**src/rtl/svt_pkg.sv**
```systemverilog
// Shared types, constants and helper functions for the sprite quad transform.
`timescale 1ns / 1ps

package svt_pkg;

    localparam int CORDIC_STEPS = 30;
    localparam int CORDIC_W     = 34;
    localparam int ROT_FRAC     = 30;
    localparam int WIDE_W       = 66;
    localparam int ROT_W        = 36;
    localparam int QPTR_W       = 2;
    localparam int QDEPTH       = 1 << QPTR_W;

    localparam logic signed [CORDIC_W-1:0] CORDIC_GAIN = 34'sd652032874;
    localparam logic signed [WIDE_W-1:0]   SAT_MAX     = 66'sd2147483647;
    localparam logic signed [WIDE_W-1:0]   SAT_MIN     = -66'sd2147483648;

    // bit k set: corner k sits on the +1 side of that axis, else on the 0 side
    localparam logic [3:0] CORNER_HI_X = 4'b0110;
    localparam logic [3:0] CORNER_HI_Y = 4'b1100;

    typedef struct packed {
        logic signed [31:0] x;
        logic signed [31:0] y;
    } t_xy;

    typedef struct packed {
        logic signed [31:0] vx0;
        logic signed [31:0] vx1;
        logic signed [31:0] vy0;
        logic signed [31:0] vy1;
    } t_v4;

    typedef struct packed {
        logic signed [31:0] cs;
        logic signed [31:0] sn;
        t_v4                v;
        t_xy                pos;
    } t_fq;

    function automatic logic signed [31:0] sat32(input logic signed [WIDE_W-1:0] v);
        logic signed [31:0] r;
        if (v > SAT_MAX) begin
            r = 32'sh7FFF_FFFF;
        end else if (v < SAT_MIN) begin
            r = 32'sh8000_0000;
        end else begin
            r = v[31:0];
        end
        return r;
    endfunction

    // arctangent of 2^-i as a fraction of a full turn, 2^32 per turn
    function automatic logic signed [31:0] atan_turn(input int i);
        logic signed [31:0] r;
        case (i)
            0:       r = 32'sd536870912;
            1:       r = 32'sd316933406;
            2:       r = 32'sd167458907;
            3:       r = 32'sd85004756;
            4:       r = 32'sd42667331;
            5:       r = 32'sd21354465;
            6:       r = 32'sd10679838;
            7:       r = 32'sd5340245;
            8:       r = 32'sd2670163;
            9:       r = 32'sd1335087;
            10:      r = 32'sd667544;
            11:      r = 32'sd333772;
            12:      r = 32'sd166886;
            13:      r = 32'sd83443;
            14:      r = 32'sd41722;
            15:      r = 32'sd20861;
            16:      r = 32'sd10430;
            17:      r = 32'sd5215;
            18:      r = 32'sd2608;
            19:      r = 32'sd1304;
            20:      r = 32'sd652;
            21:      r = 32'sd326;
            22:      r = 32'sd163;
            23:      r = 32'sd81;
            24:      r = 32'sd41;
            25:      r = 32'sd20;
            26:      r = 32'sd10;
            27:      r = 32'sd5;
            28:      r = 32'sd3;
            29:      r = 32'sd1;
            default: r = 32'sd0;
        endcase
        return r;
    endfunction

endpackage

```
**src/rtl/svt_queue.sv**
```systemverilog
// Short queue between the front pipeline and the rotation back end.
`timescale 1ns / 1ps

module svt_queue (
    input  logic         i_clk,
    input  logic         i_rst_n,
    input  logic         i_wr,
    input  svt_pkg::t_fq i_wdata,
    output logic         o_full,
    input  logic         i_rd,
    output svt_pkg::t_fq o_rdata,
    output logic         o_empty
);

    localparam int PW = svt_pkg::QPTR_W;
    localparam logic [PW:0] DEPTH = (PW + 1)'(svt_pkg::QDEPTH);

    svt_pkg::t_fq  r_mem [svt_pkg::QDEPTH];
    logic [PW-1:0] r_wp;
    logic [PW-1:0] r_rp;
    logic [PW:0]   r_cnt;

    assign o_full  = (r_cnt == DEPTH);
    assign o_empty = (r_cnt == '0);
    assign o_rdata = r_mem[r_rp];

    always_ff @(posedge i_clk) begin
        if (i_wr) begin
            r_mem[r_wp] <= i_wdata;
        end
    end

    always_ff @(posedge i_clk) begin
        if (!i_rst_n) begin
            r_wp  <= '0;
            r_rp  <= '0;
            r_cnt <= '0;
        end else begin
            if (i_wr) begin
                r_wp <= r_wp + 1'b1;
            end
            if (i_rd) begin
                r_rp <= r_rp + 1'b1;
            end
            case ({i_wr, i_rd})
                2'b10:   r_cnt <= r_cnt + 1'b1;
                2'b01:   r_cnt <= r_cnt - 1'b1;
                default: r_cnt <= r_cnt;
            endcase
        end
    end

    a_cnt_bound: assert property (@(posedge i_clk) disable iff (!i_rst_n)
        r_cnt <= DEPTH)
        else $error("queue count beyond depth");

    a_no_overflow: assert property (@(posedge i_clk) disable iff (!i_rst_n)
        o_full |-> !i_wr)
        else $error("write into full queue");

    a_no_underflow: assert property (@(posedge i_clk) disable iff (!i_rst_n)
        o_empty |-> !i_rd)
        else $error("read from empty queue");

endmodule

```
**config.mk**
```make
export PLATFORM = sky130hd
export DESIGN_NAME = svt_queue
export DESIGN_NICKNAME = d
export VERILOG_FILES = /design/src/rtl/svt_pkg.sv /design/src/rtl/svt_queue.sv
export SDC_FILE = /design/constraint.sdc
export NUM_CORES = 1
export LEC_CHECK = 0
export ABC_CLOCK_PERIOD_IN_PS = 9000
export BUFFER_PORTS_ARGS = -buffer_cell sky130_fd_sc_hd__clkbuf_2
export CAP_MARGIN = 20
export CORE_MARGIN = 2
export CORE_UTILIZATION = 48
export CTS_CLUSTER_SIZE = 14
export DETAILED_ROUTE_END_ITERATION = 8
export PLACE_DENSITY = 0.73
export SYNTH_ARGS = -nofsm -noshare
export SYNTH_HDL_FRONTEND = slang
export SYNTH_SLANG_ARGS = --single-unit
```
**constraint.sdc**
```tcl
create_clock -name i_clk -period 9 [get_ports i_clk]
set_input_delay 1.8 -clock i_clk [delete_from_list [all_inputs] [get_ports i_clk]]
set_output_delay 1.8 -clock i_clk [all_outputs]
set_load 0.01 [all_outputs]
```
# Word-level counts from Yosys, hierarchy flattened
# Memory sizes are Yosys's and may differ from the RTL's. A register that Yosys moved wholly into a read port is not among the register bits.
# Cells that the tools add are included.
[classes] add_sub_neg=4 n_eq_ne=3 muxes=5 reduce_logical=2
[ops] op="$pmux 3 s2" count=1
[ops] op="$add 2x1->2 const B" count=2
[ops] op="$mux 2" count=2
[ops] op="$add 3x1->3 const B" count=1
[ops] op="$eq 3x3->1 const B" count=1
[ops] op="$logic_not 3->1" count=1
[ops] op="$sub 3x1->3 const B" count=1
[ops] op="$eq 2x1->1 const B" count=1
[ops] op="$eq 2x2->1 const B" count=1
[ops] op="$mux 1" count=2
[ops] op="$reduce_bool 2->1" count=1
[word_totals] reg_bits=7 ramBits=1024 in_bits=260 elab_cells=18 mem_count=1
[mem_list] name="r_mem" depth=4 word_bits=256 read_ports=1 rd_ports_with_merged_regs=1 wr=1 line_no="svt_queue.sv:18" text="svt_pkg::t_fq r_mem [svt_pkg::QDEPTH];"

# Logic depth before layout (Yosys ltp)
# Gate-level depths: netlist of run 1.
[logic_depth] depth_word=3 ltp_mapped=7 ltp_nobuf=7

# Worst setup path after synthesis of run 1
# Ideal clock, no wire load.
[synth_timing] path_type="input port to flip-flop" start="in i_wr" end="mem r_mem[0][0] (netlist bit), enable pin" setup_time_ns=0.648 arrival_ns=7.586 required_time_ns=8.352 slack_ns=0.766 path_stages=1 cell_sequence="and2_1"
[synth_between] elab_chain_len=2
[synth_lines] element="start: declaration" line_no="svt_queue.sv:7" text="input logic i_wr,"
[synth_lines] element="$mux 1" line_no="svt_queue.sv:28" text="if (i_wr) begin"
[synth_lines] element="$mux 1 (implied by the code)" line_no="svt_queue.sv:29" text="r_mem[r_wp] <= i_wdata;"
[synth_lines] element="end: declaration" line_no="svt_queue.sv:18"
# Every way passes these cells.

==> results of run 1 <==
-- flip-flops by register name, indices dropped and copies added, names as in the netlist, named ones only --
signal and count:
r_cnt 3, r_mem 1024, r_wp 2, r_rp 2
-- power by group --
part | switching [mW] | total [mW] | internal [mW] | leakage (nW)
Combinational | 0.550 | 0.983 | 0.432 | 3.77
Clock | 1.77 | 4.06 | 2.29 | 1.56
Sequential | 0.0648 | 5.60 | 5.53 | 9.48
Total | 2.38 | 10.6 | 8.26 | 14.8
-- stage by stage --
step | area [um^2] | std cells | worst slack (ns)
final | 44300 | 3089 | 3.57
after global routing | 44300 | 3088 | 3.25
after CTS | 44300 | 3084 | 3.44
after detailed placement | 41100 | 2896 | 4.19
after global placement | 41100 | 2896 | 4.19
after floorplan | 37600 | 1383 | 0.766
-- worst register-to-register path: stages (launching register included) --
cell and delay (ns):
dfxtp_1 0.35, inv_1 0.10, ha_1 0.16, and2_4 0.73
buf_12 0.63
-- how the worst max path moves through the flow --
| stage | startpoint | to | slack, ns | cells past startpoint |
|---|---|---|---|---|
| floorplan | i_wr | r_mem[0][0] | 0.77 | 1 |
| global placement | flop | o_rdata[204] | 4.19 | 4 |
| detailed placement | flop | o_rdata[224] | 4.19 | 4 |
| CTS | flop | o_rdata[224] | 3.44 | 4 |
| global route | flop | o_rdata[32] | 3.25 | 4 |
| finish | flop | o_rdata[33] | 3.57 | 4 |
-- final cells by class --
type                       instances  area (um^2)  area share (%)
inverter                           6         22.5          0.0508
tap                             1040         1300            2.94
timing repair buffer             530         2770            6.26
antenna                            5         12.5          0.0282
clock buffer                     128         2670            6.03
clock inverter                    60          573            1.29
sequential                      1033        30900            69.8
multi-input combinational        287         6020            13.6
-- cell usage after synthesis, drive strengths merged --
master  count
edfxtp   1024
mux4      256
buf        55
and2       10
dfxtp       9
inv         6
ha          5
xor2        3
clkbuf      2
nand2       2
o21ai       2
xnor2       2
a21boi      1
and3        1
fa          1
mux2i       1
nor2b       1
nor3        1
or3         1
-- cells by family (layout without fill, tap and decap cells) --
family / Yosys count / in the layout / share of synthesized area (%)
DFF: 1033 / 1033 / 82.2
muxes: 257 / 257 / 15.3
buffers and inverters: 63 / 724 / 1.84
and+or+nand+nor: 16 / 16 / 0.249
adders and majority gates: 6 / 6 / 0.219
xor gates and xnor gates: 5 / 5 / 0.116
AOI/OAI and AO/OA: 3 / 3 / 0.0466
other: 0 / 5 / 0
-- routing by layer --
layer	wire length [um]	part of all wire, %	track usage, %	up-vias
met5	99	0.13	0	-
met4	1820	2.5	5.51	16
met3	6500	8.8	6.44	131
met2	37700	51	29.9	653
met1	27700	38	23.1	8748
li1	-	-	-	7186
==> flow_summary.json, run 1 <==
{
  "r2r-start": "r_wp[0]",
  "place_congestion": 0.741,
  "r2r_slack_ns": 6.32,
  "die_y_um": 284,
  "min_to": "r_cnt[2]",
  "finalHoldViolations": 0,
  "rsz0062_at_grt": "false",
  "die_area_um2": 80700,
  "cts_max_path_buffers": 3,
  "path_buf_inv": 3,
  "syn2layout_area_growth_pct": 17.7,
  "io_pins": 518,
  "p_per_area_nw_per_um2": 240,
  "wl_per_cell_um": 23.9,
  "slew_violations": 0,
  "grt_pass1_vias": 17831,
  "status": "finished clean",
  "cts.htree.levels": 3,
  "cpLargestDelayFamily": "buffers and inverters",
  "start_kind": "flop",
  "yosys-top-cells-area": "edfxtp_1, mux4_2, buf_12, dfxtp_1, buf_2",
  "nets": 2226,
  "timing.fmax_mhz": 184,
  "end_kind": "primary output",
  "post_cts_buffers": 0,
  "grt_overflow": 0,
  "worstHoldStart": "r_cnt[2]",
  "root_buffer": "clkbuf_16",
  "slowest_stage": "dfxtp_4",
  "clk_pin_slew_ns": 0.06,
  "worstPathCellList": "buf_12 > buf_4 > mux4_2 > clkbuf_2",
  "maxCapViolations": 0,
  "drtAntennaViolNets": 0,
  "crit_fanout": 117,
  "grt_util_all_layers_pct": 18.3,
  "synth-seq-cells": 1033,
  "worst_skew_pair.late_latency_ns": 0.67,
  "rr_worst_depth": 4,
  "drt_pass1_iterations": 5,
  "critPathKind": "reg2out",
  "holdWs_ns": 0.571,
  "yosys_warnings": 0,
  "synth_nets": 1649,
  "drc_errors": 0,
  "grt_max_degree": 154,
  "ctsHoldBuffers": 0,
  "whs_path_depth": 2,
  "r2r_end": "r_mem[0][127]",
  "die-width_um": 284,
  "max_slew_margin_pct": 20.8,
  "final_core_util_pct": 57.1,
  "antenna_found_initial": 14,
  "finalClockSkew_ns": 0.0480,
  "cts_buffers": 102,
  "setup-tns-final_ns": 0,
  "start_util_pct": 48.5,
  "cts_sinks": 1033,
  "yosysTopAreaCell": "edfxtp_1",
  "hpwl_um": 44000,
  "period_share_pct": 60.3,
  "tightest_slew_ns": 1.19,
  "seq_area_frac_synth_pct": 82.2,
  "cts_resized": 0,
  "cts_tree": "built",
  "vdd_drop_max_mv": 0.187,
  "syn_area_um2": 37600,
  "yosysUniqueCellTypes": 24,
  "min_period_ns": 5.43,
  "vias": 16734,
  "hold_path_class": "reg2reg",
  "power_mw": 10.6,
  "drt_iter0_drc": 1225,
  "portBuffers": 517,
  "drt_wl_total_um": 73800,
  "setup_viol": 0,
  "grt_first_pass_wirelength_um": 111000,
  "final_cell_mix": "edfxtp_1, clkbuf_2, mux4_2, clkbuf_16, clkbuf_1",
  "cp.arrival_ns": 3.63,
  "synth.top_cell.area_share_pct": 81.7,
  "drive_gt1_share_pct": 45.7,
  "synth_cells": 1383,
  "p_leak_nw": 14.8,
  "worstPathRequired_ns": 7.20,
  "rows": 102,
  "nFillCells": 5583,
  "layout_commonest_cell": "edfxtp_1",
  "avgSynthCellArea_um2": 27.2,
  "vias_per_cell": 5.42,
  "max_stage_delay_ns": 0.66,
  "coreArea_um2": 77600
}
No activity file was read; power rests on OpenSTA's default activity.
==> inputs of run 2 (changes only) <==
--- a/config.mk
+++ b/config.mk
@@ -5,7 +5,7 @@
 export SDC_FILE = /design/constraint.sdc
 export NUM_CORES = 1
 export LEC_CHECK = 0
-export ABC_CLOCK_PERIOD_IN_PS = 9000
+export ABC_CLOCK_PERIOD_IN_PS = 5350
 export BUFFER_PORTS_ARGS = -buffer_cell sky130_fd_sc_hd__clkbuf_2
 export CAP_MARGIN = 20
 export CORE_MARGIN = 2
==> constraint.sdc (replaced) <==
create_clock -name i_clk -period 5.35 [get_ports i_clk]
set_input_delay 1.07 -clock i_clk [delete_from_list [all_inputs] [get_ports i_clk]]
set_output_delay 1.07 -clock i_clk [all_outputs]
set_load 0.01 [all_outputs]
==> flow_summary.json, run 2 (same netlist as run 1, synthesis figures left out) <==
{
  "coreArea_um2": 77600,
  "rr_worst_depth": 4,
  "nets": 2260,
  "reg_top3": "r_mem x1024, r_cnt x3",
  "rsz0062_at_grt": "false",
  "r2r_slack_ns": 3.04,
  "min_to": "r_cnt[2]",
  "grt_first_pass_wirelength_um": 113000,
  "p_leak_nw": 15.0,
  "worstHoldStart": "r_cnt[2]",
  "maxCapViolations": 0,
  "drive_gt1_share_pct": 46.8,
  "portBuffers": 517,
  "grtUsageMet1_pct": 23.2,
  "drc_errors": 0,
  "p_per_area_nw_per_um2": 400,
  "worst_skew_pair.late_latency_ns": 0.64,
  "die_area_um2": 80700,
  "drt_wl_total_um": 76000,
  "setup-tns-final_ns": 0,
  "timing.fmax_mhz": 252,
  "grt_overflow": 0,
  "vias": 17053,
  "grt_max_degree": 62,
  "max_stage_delay_ns": 0.89,
  "slowest_stage": "dfxtp_4",
  "vias_per_cell": 5.45,
  "syn2layout_area_growth_pct": 18.6,
  "r2r_end": "r_mem[2][199]",
  "final_cell_mix": "edfxtp_1, clkbuf_2, mux4_2, clkbuf_16, buf_4",
  "status": "finished clean",
  "cts_sinks": 1033,
  "drt_iter0_drc": 1301,
  "cts.htree.levels": 3,
  "cp.arrival_ns": 2.90,
  "cts_resized": 0,
  "die-width_um": 284,
  "post_cts_buffers": 0,
  "hold_path_class": "reg2reg",
  "cts_tree": "built",
  "layout_commonest_cell": "edfxtp_1",
  "start_kind": "flop",
  "root_buffer": "clkbuf_16",
  "grt-busiest-layer": "met2",
  "whs_path_depth": 2,
  "min_period_ns": 3.97,
  "critPathKind": "reg2out",
  "fin_cells": 3129,
  "tightest_slew_ns": 1.05,
  "grt_pass1_vias": 18034,
  "slew_violations": 0,
  "worstPathRequired_ns": 4.28,
  "cts_max_path_buffers": 3,
  "hpwl_um": 47900,
  "largest_reg_flops": 1024,
  "grt_util_all_layers_pct": 18.7,
  "crit_fanout": 36,
  "ctsHoldBuffers": 0,
  "finalClockSkew_ns": 0.0297,
  "io_pins": 518,
  "period_share_pct": 74.2,
  "cts_buffers": 100,
  "start_util_pct": 48.5,
  "power_mw": 17.8,
  "use_met3_pct": 6.20,
  "r2r-start": "r_wp[0]",
  "nFillCells": 5593,
  "clk_pin_slew_ns": 0.06,
  "drt_pass1_iterations": 5,
  "wl_per_cell_um": 24.3,
  "regMostFlops": "r_mem",
  "max_slew_margin_pct": 30.0,
  "end_kind": "primary output",
  "dp_cells": 2932,
  "place_congestion": 0.769,
  "finalHoldViolations": 0,
  "die_y_um": 284,
  "rows": 102,
  "drtAntennaViolNets": 0,
  "antenna_found_initial": 16,
  "setup_viol": 0,
  "grt_util_met2_pct": 31.3,
  "worstPathCellList": "buf_4 > mux4_2 > clkbuf_2",
  "vdd_drop_max_mv": 0.292
}
## run 2: changes by cell type in the layout (fill, tap and decap cells not counted)
| cell | delta |
|---|---|
| buf_4 | +28 |
| clkinv_1 | -5 |
| clkinv_4 | -1 |
| inv_8 | +1 |
| clkinv_16 | -1 |
| clkbuf_8 | -1 |
| diode_2 | +6 |
| clkbuf_1 | +1 |
| clkinv_2 | +8 |
| buf_12 | +8 |
| clkinvlp_4 | -1 |
| inv_6 | -3 |
## run 2: metrics by stage
step                      utilization (%)  setup WS, ns  area (um^2)  hold WS, ns
after CTS                            57.5          1.23        44600        0.574
after global routing                 57.5          1.17        44600        0.594
after floorplan                         -         0.712        37600        0.473
after detailed placement             53.4          2.00        41400        0.540
final                                57.5          1.38        44600        0.577
after global placement               53.4          2.02        41400        0.483
## run 2: where the power goes
group / leakage (nW) / switching (mW) / internal, mW
logic: 3.99 / 0.940 / 0.758
clock network: 1.56 / 2.89 / 3.83
registers: 9.48 / 0.117 / 9.30
## run 2: critical path, delay by kind of cell, from the launching register on
family / cells / cell delay [ns]
flops: 1 / 0.89
buf+inv: 2 / 0.72
mux: 1 / 0.59
## run 2: area by class of cell
type / count / area [um^2] / area share, %
Inverter: 6 / 22.5 / 0.0504
Clock inverter: 58 / 533 / 1.19
Timing Repair Buffer: 566 / 3140 / 7.04
Tap cell: 1040 / 1300 / 2.91
Clock buffer: 128 / 2660 / 5.96
Sequential cell: 1033 / 30900 / 69.3
Multi-Input combinational cell: 287 / 6020 / 13.5
Antenna cell: 11 / 27.5 / 0.0617
## run 2: worst max path at each step
stage                   end  depth (start not counted)
3_5_place_dp    o_rdata[97]                          3
3_3_place_gp   o_rdata[171]                          3
6_report       o_rdata[243]                          3
2_1_floorplan   r_mem[1][0]                          1
4_1_cts        o_rdata[243]                          3
5_1_grt        o_rdata[243]                          3
## run 2: per-layer routing
| metal | wire length (um) | vias to the layer above |
|---|---|---|
| li1 | - | 7271 |
| met1 | 28100 | 8908 |
| met2 | 38900 | 722 |
| met3 | 7010 | 140 |
| met4 | 1850 | 12 |
| met5 | 84 | - |
==> inputs of run 3 (changes only) <==
--- a/config.mk
+++ b/config.mk
@@ -5,7 +5,7 @@
 export SDC_FILE = /design/constraint.sdc
 export NUM_CORES = 1
 export LEC_CHECK = 0
-export ABC_CLOCK_PERIOD_IN_PS = 5350
+export ABC_CLOCK_PERIOD_IN_PS = 4110
 export BUFFER_PORTS_ARGS = -buffer_cell sky130_fd_sc_hd__clkbuf_2
 export CAP_MARGIN = 20
 export CORE_MARGIN = 2
==> constraint.sdc (replaced) <==
create_clock -name i_clk -period 4.11 [get_ports i_clk]
set_input_delay 0.822 -clock i_clk [delete_from_list [all_inputs] [get_ports i_clk]]
set_output_delay 0.822 -clock i_clk [all_outputs]
set_load 0.01 [all_outputs]
==> flow_summary.json, run 3 (same netlist as run 1, synthesis figures left out) <==
{
  "clkPwrFrac_pct": 39.0,
  "timing.fmax_mhz": 302,
  "crit_end": "o_rdata[157]",
  "root_buffer": "clkbuf_16",
  "worstPathCellList": "buf_12 > mux4_2 > clkbuf_2",
  "post_cts_buffers": 0,
  "finalHoldViolations": 0,
  "combinationalPowerShare_pct": 9.5,
  "wl_per_cell_um": 24.4,
  "worst_skew_pair.late_latency_ns": 0.64,
  "drt_pass1_iterations": 6,
  "cts_tree": "built",
  "end_kind": "primary output",
  "tightest_slew_ns": 1.06,
  "grt_first_pass_wirelength_um": 114000,
  "r2r_end": "r_mem[1][188]",
  "p_per_area_nw_per_um2": 529,
  "place_congestion": 0.765,
  "vdd_drop_max_mv": 0.404,
  "start_util_pct": 48.5,
  "syn2layout_area_growth_pct": 19.2,
  "drc_errors": 0,
  "grt_pass1_vias": 18125,
  "min_period_ns": 3.31,
  "antenna_found_initial": 14,
  "final_cell_mix": "edfxtp_1, clkbuf_2, mux4_2, clkbuf_16, clkinv_2",
  "drt_wl_total_um": 75900,
  "dpl_worst_slack_ns": 1.42,
  "die-width_um": 284,
  "status": "finished clean",
  "slowest_stage": "dfxtp_4",
  "die_area_um2": 80700,
  "crit_cells": 3,
  "drive_gt1_share_pct": 46.9,
  "grt_util_all_layers_pct": 18.8,
  "setup-tns-final_ns": 0,
  "cts_sinks": 1033,
  "io_pins": 518,
  "p_leak_nw": 15.1,
  "clk_pin_slew_ns": 0.06,
  "period_share_pct": 80.5,
  "worstPathRequired_ns": 3.29,
  "hold_path_class": "in2reg",
  "critPathKind": "reg2out",
  "reg_top3": "r_mem x1024, r_cnt x3",
  "fin_area_um2": 44900,
  "setup_viol": 0,
  "start_kind": "flop",
  "crit_fanout": 69,
  "vias": 16902,
  "rows": 102,
  "holdWs_ns": 0.385,
  "swShare_pct": 22.0,
  "hpwl_um": 46800,
  "largest_reg_flops": 1024,
  "rsz0062_at_grt": "false",
  "grt_max_degree": 70,
  "rr_worst_depth": 4,
  "drt_iter0_drc": 1204,
  "cp.arrival_ns": 2.48,
  "netSwitchingPower_mw": 5.21,
  "finalClockSkew_ns": 0.0169,
  "vias_per_cell": 5.43,
  "layout_commonest_cell": "edfxtp_1",
  "cts_buffers": 102,
  "portBuffers": 517,
  "cts_max_path_buffers": 3,
  "r2r_slack_ns": 1.93,
  "final_core_util_pct": 57.8,
  "maxCapViolations": 0,
  "grt_overflow": 0,
  "p_int_mw": 18.5,
  "max_slew_margin_pct": 29.3,
  "path_buf_inv": 2,
  "worst_slack_ns": 0.803,
  "regMostFlops": "r_mem",
  "ctsHoldBuffers": 0,
  "nets": 2254,
  "place_area_um2": 41500,
  "coreArea_um2": 77600,
  "r2r-start": "r_wp[1]",
  "cpLargestDelayFamily": "flip-flops",
  "max_stage_delay_ns": 0.77,
  "diodes": 0,
  "die_y_um": 284,
  "slew_violations": 0,
  "cts_resized": 0,
  "drtAntennaViolNets": 0,
  "pwr-share-seq_pct": 51.6,
  "cts.htree.levels": 3
}
run 3: cell count changes in the layout (fill, tap and decap cells not counted):
cell / change
inv_16: +2
clkbuf_1: -9
bufinv_16: +6
inv_8: -1
clkinvlp_4: +1
clkinv_16: -2
clkinv_1: +5
clkinv_4: +1
buf_12: +8
clkbuf_16: +2
clkinv_2: +1
clkbuf_8: -1
diode_2: -11
buf_4: -16
run 3: worst reg2reg max path, delay by kind of cell, from the launching register on:
kind	cells	cell delay [ns]
fa+ha+maj	1	0.15
buf+inv	2	0.51
flops	1	0.34
simple gates	1	0.83
run 3: worst min-delay path by stage:
| stage | from | to | cells after the start |
|---|---|---|---|
| global route | i_wdata[25] | r_mem[0][25] | 1 |
| global placement | r_cnt[2] | r_cnt[2] | 2 |
| CTS | i_wdata[22] | r_mem[1][22] | 1 |
| floorplan | r_cnt[2] | r_cnt[2] | 2 |
| detailed placement | r_wp[1] | r_wp[1] | 2 |
| finish | i_wdata[22] | r_mem[1][22] | 1 |
run 3: area by class of cell:
class	instances	area (um^2)
clock inverters	71	722
repair buffers	558	3180
well taps	1040	1300
clock buffers	120	2660
inverters	6	22.5
fillers	5539	32700
flip-flops and latches	1033	30900
multi-input cells	287	6020
run 3: power groups by stage:
| stage | logic, mW | clock network (mW) | registers, mW |
|---|---|---|---|
| finish | 2.25 | 9.24 | 12.2 |
| global route | 2.41 | 9.84 | 12.3 |
| CTS | 2.30 | 9.45 | 12.2 |
| detailed placement | 2.29 | 0 | 12.5 |
| global placement | 2.26 | 0 | 12.4 |
| floorplan | 1.37 | 0 | 12.4 |
run 3: metrics by stage:
| step | cells | total power [mW] |
|---|---|---|
| finish | 3115 | 23.7 |
| global route | 3115 | 24.5 |
| global placement | 2924 | 14.7 |
| CTS | 3115 | 24.0 |
| detailed placement | 2924 | 14.7 |
| floorplan | 1383 | 13.8 |
run 3: metal layers:
layer	vias to the layer above	share of wire [%]	wire (um)	GRT usage [%]
li1	7266	-	-	-
met1	8843	38	28700	23.6
met2	625	51	38600	31.6
met3	142	8.8	6640	6.09
met4	26	2.2	1670	5.21
met5	-	0.23	177	0
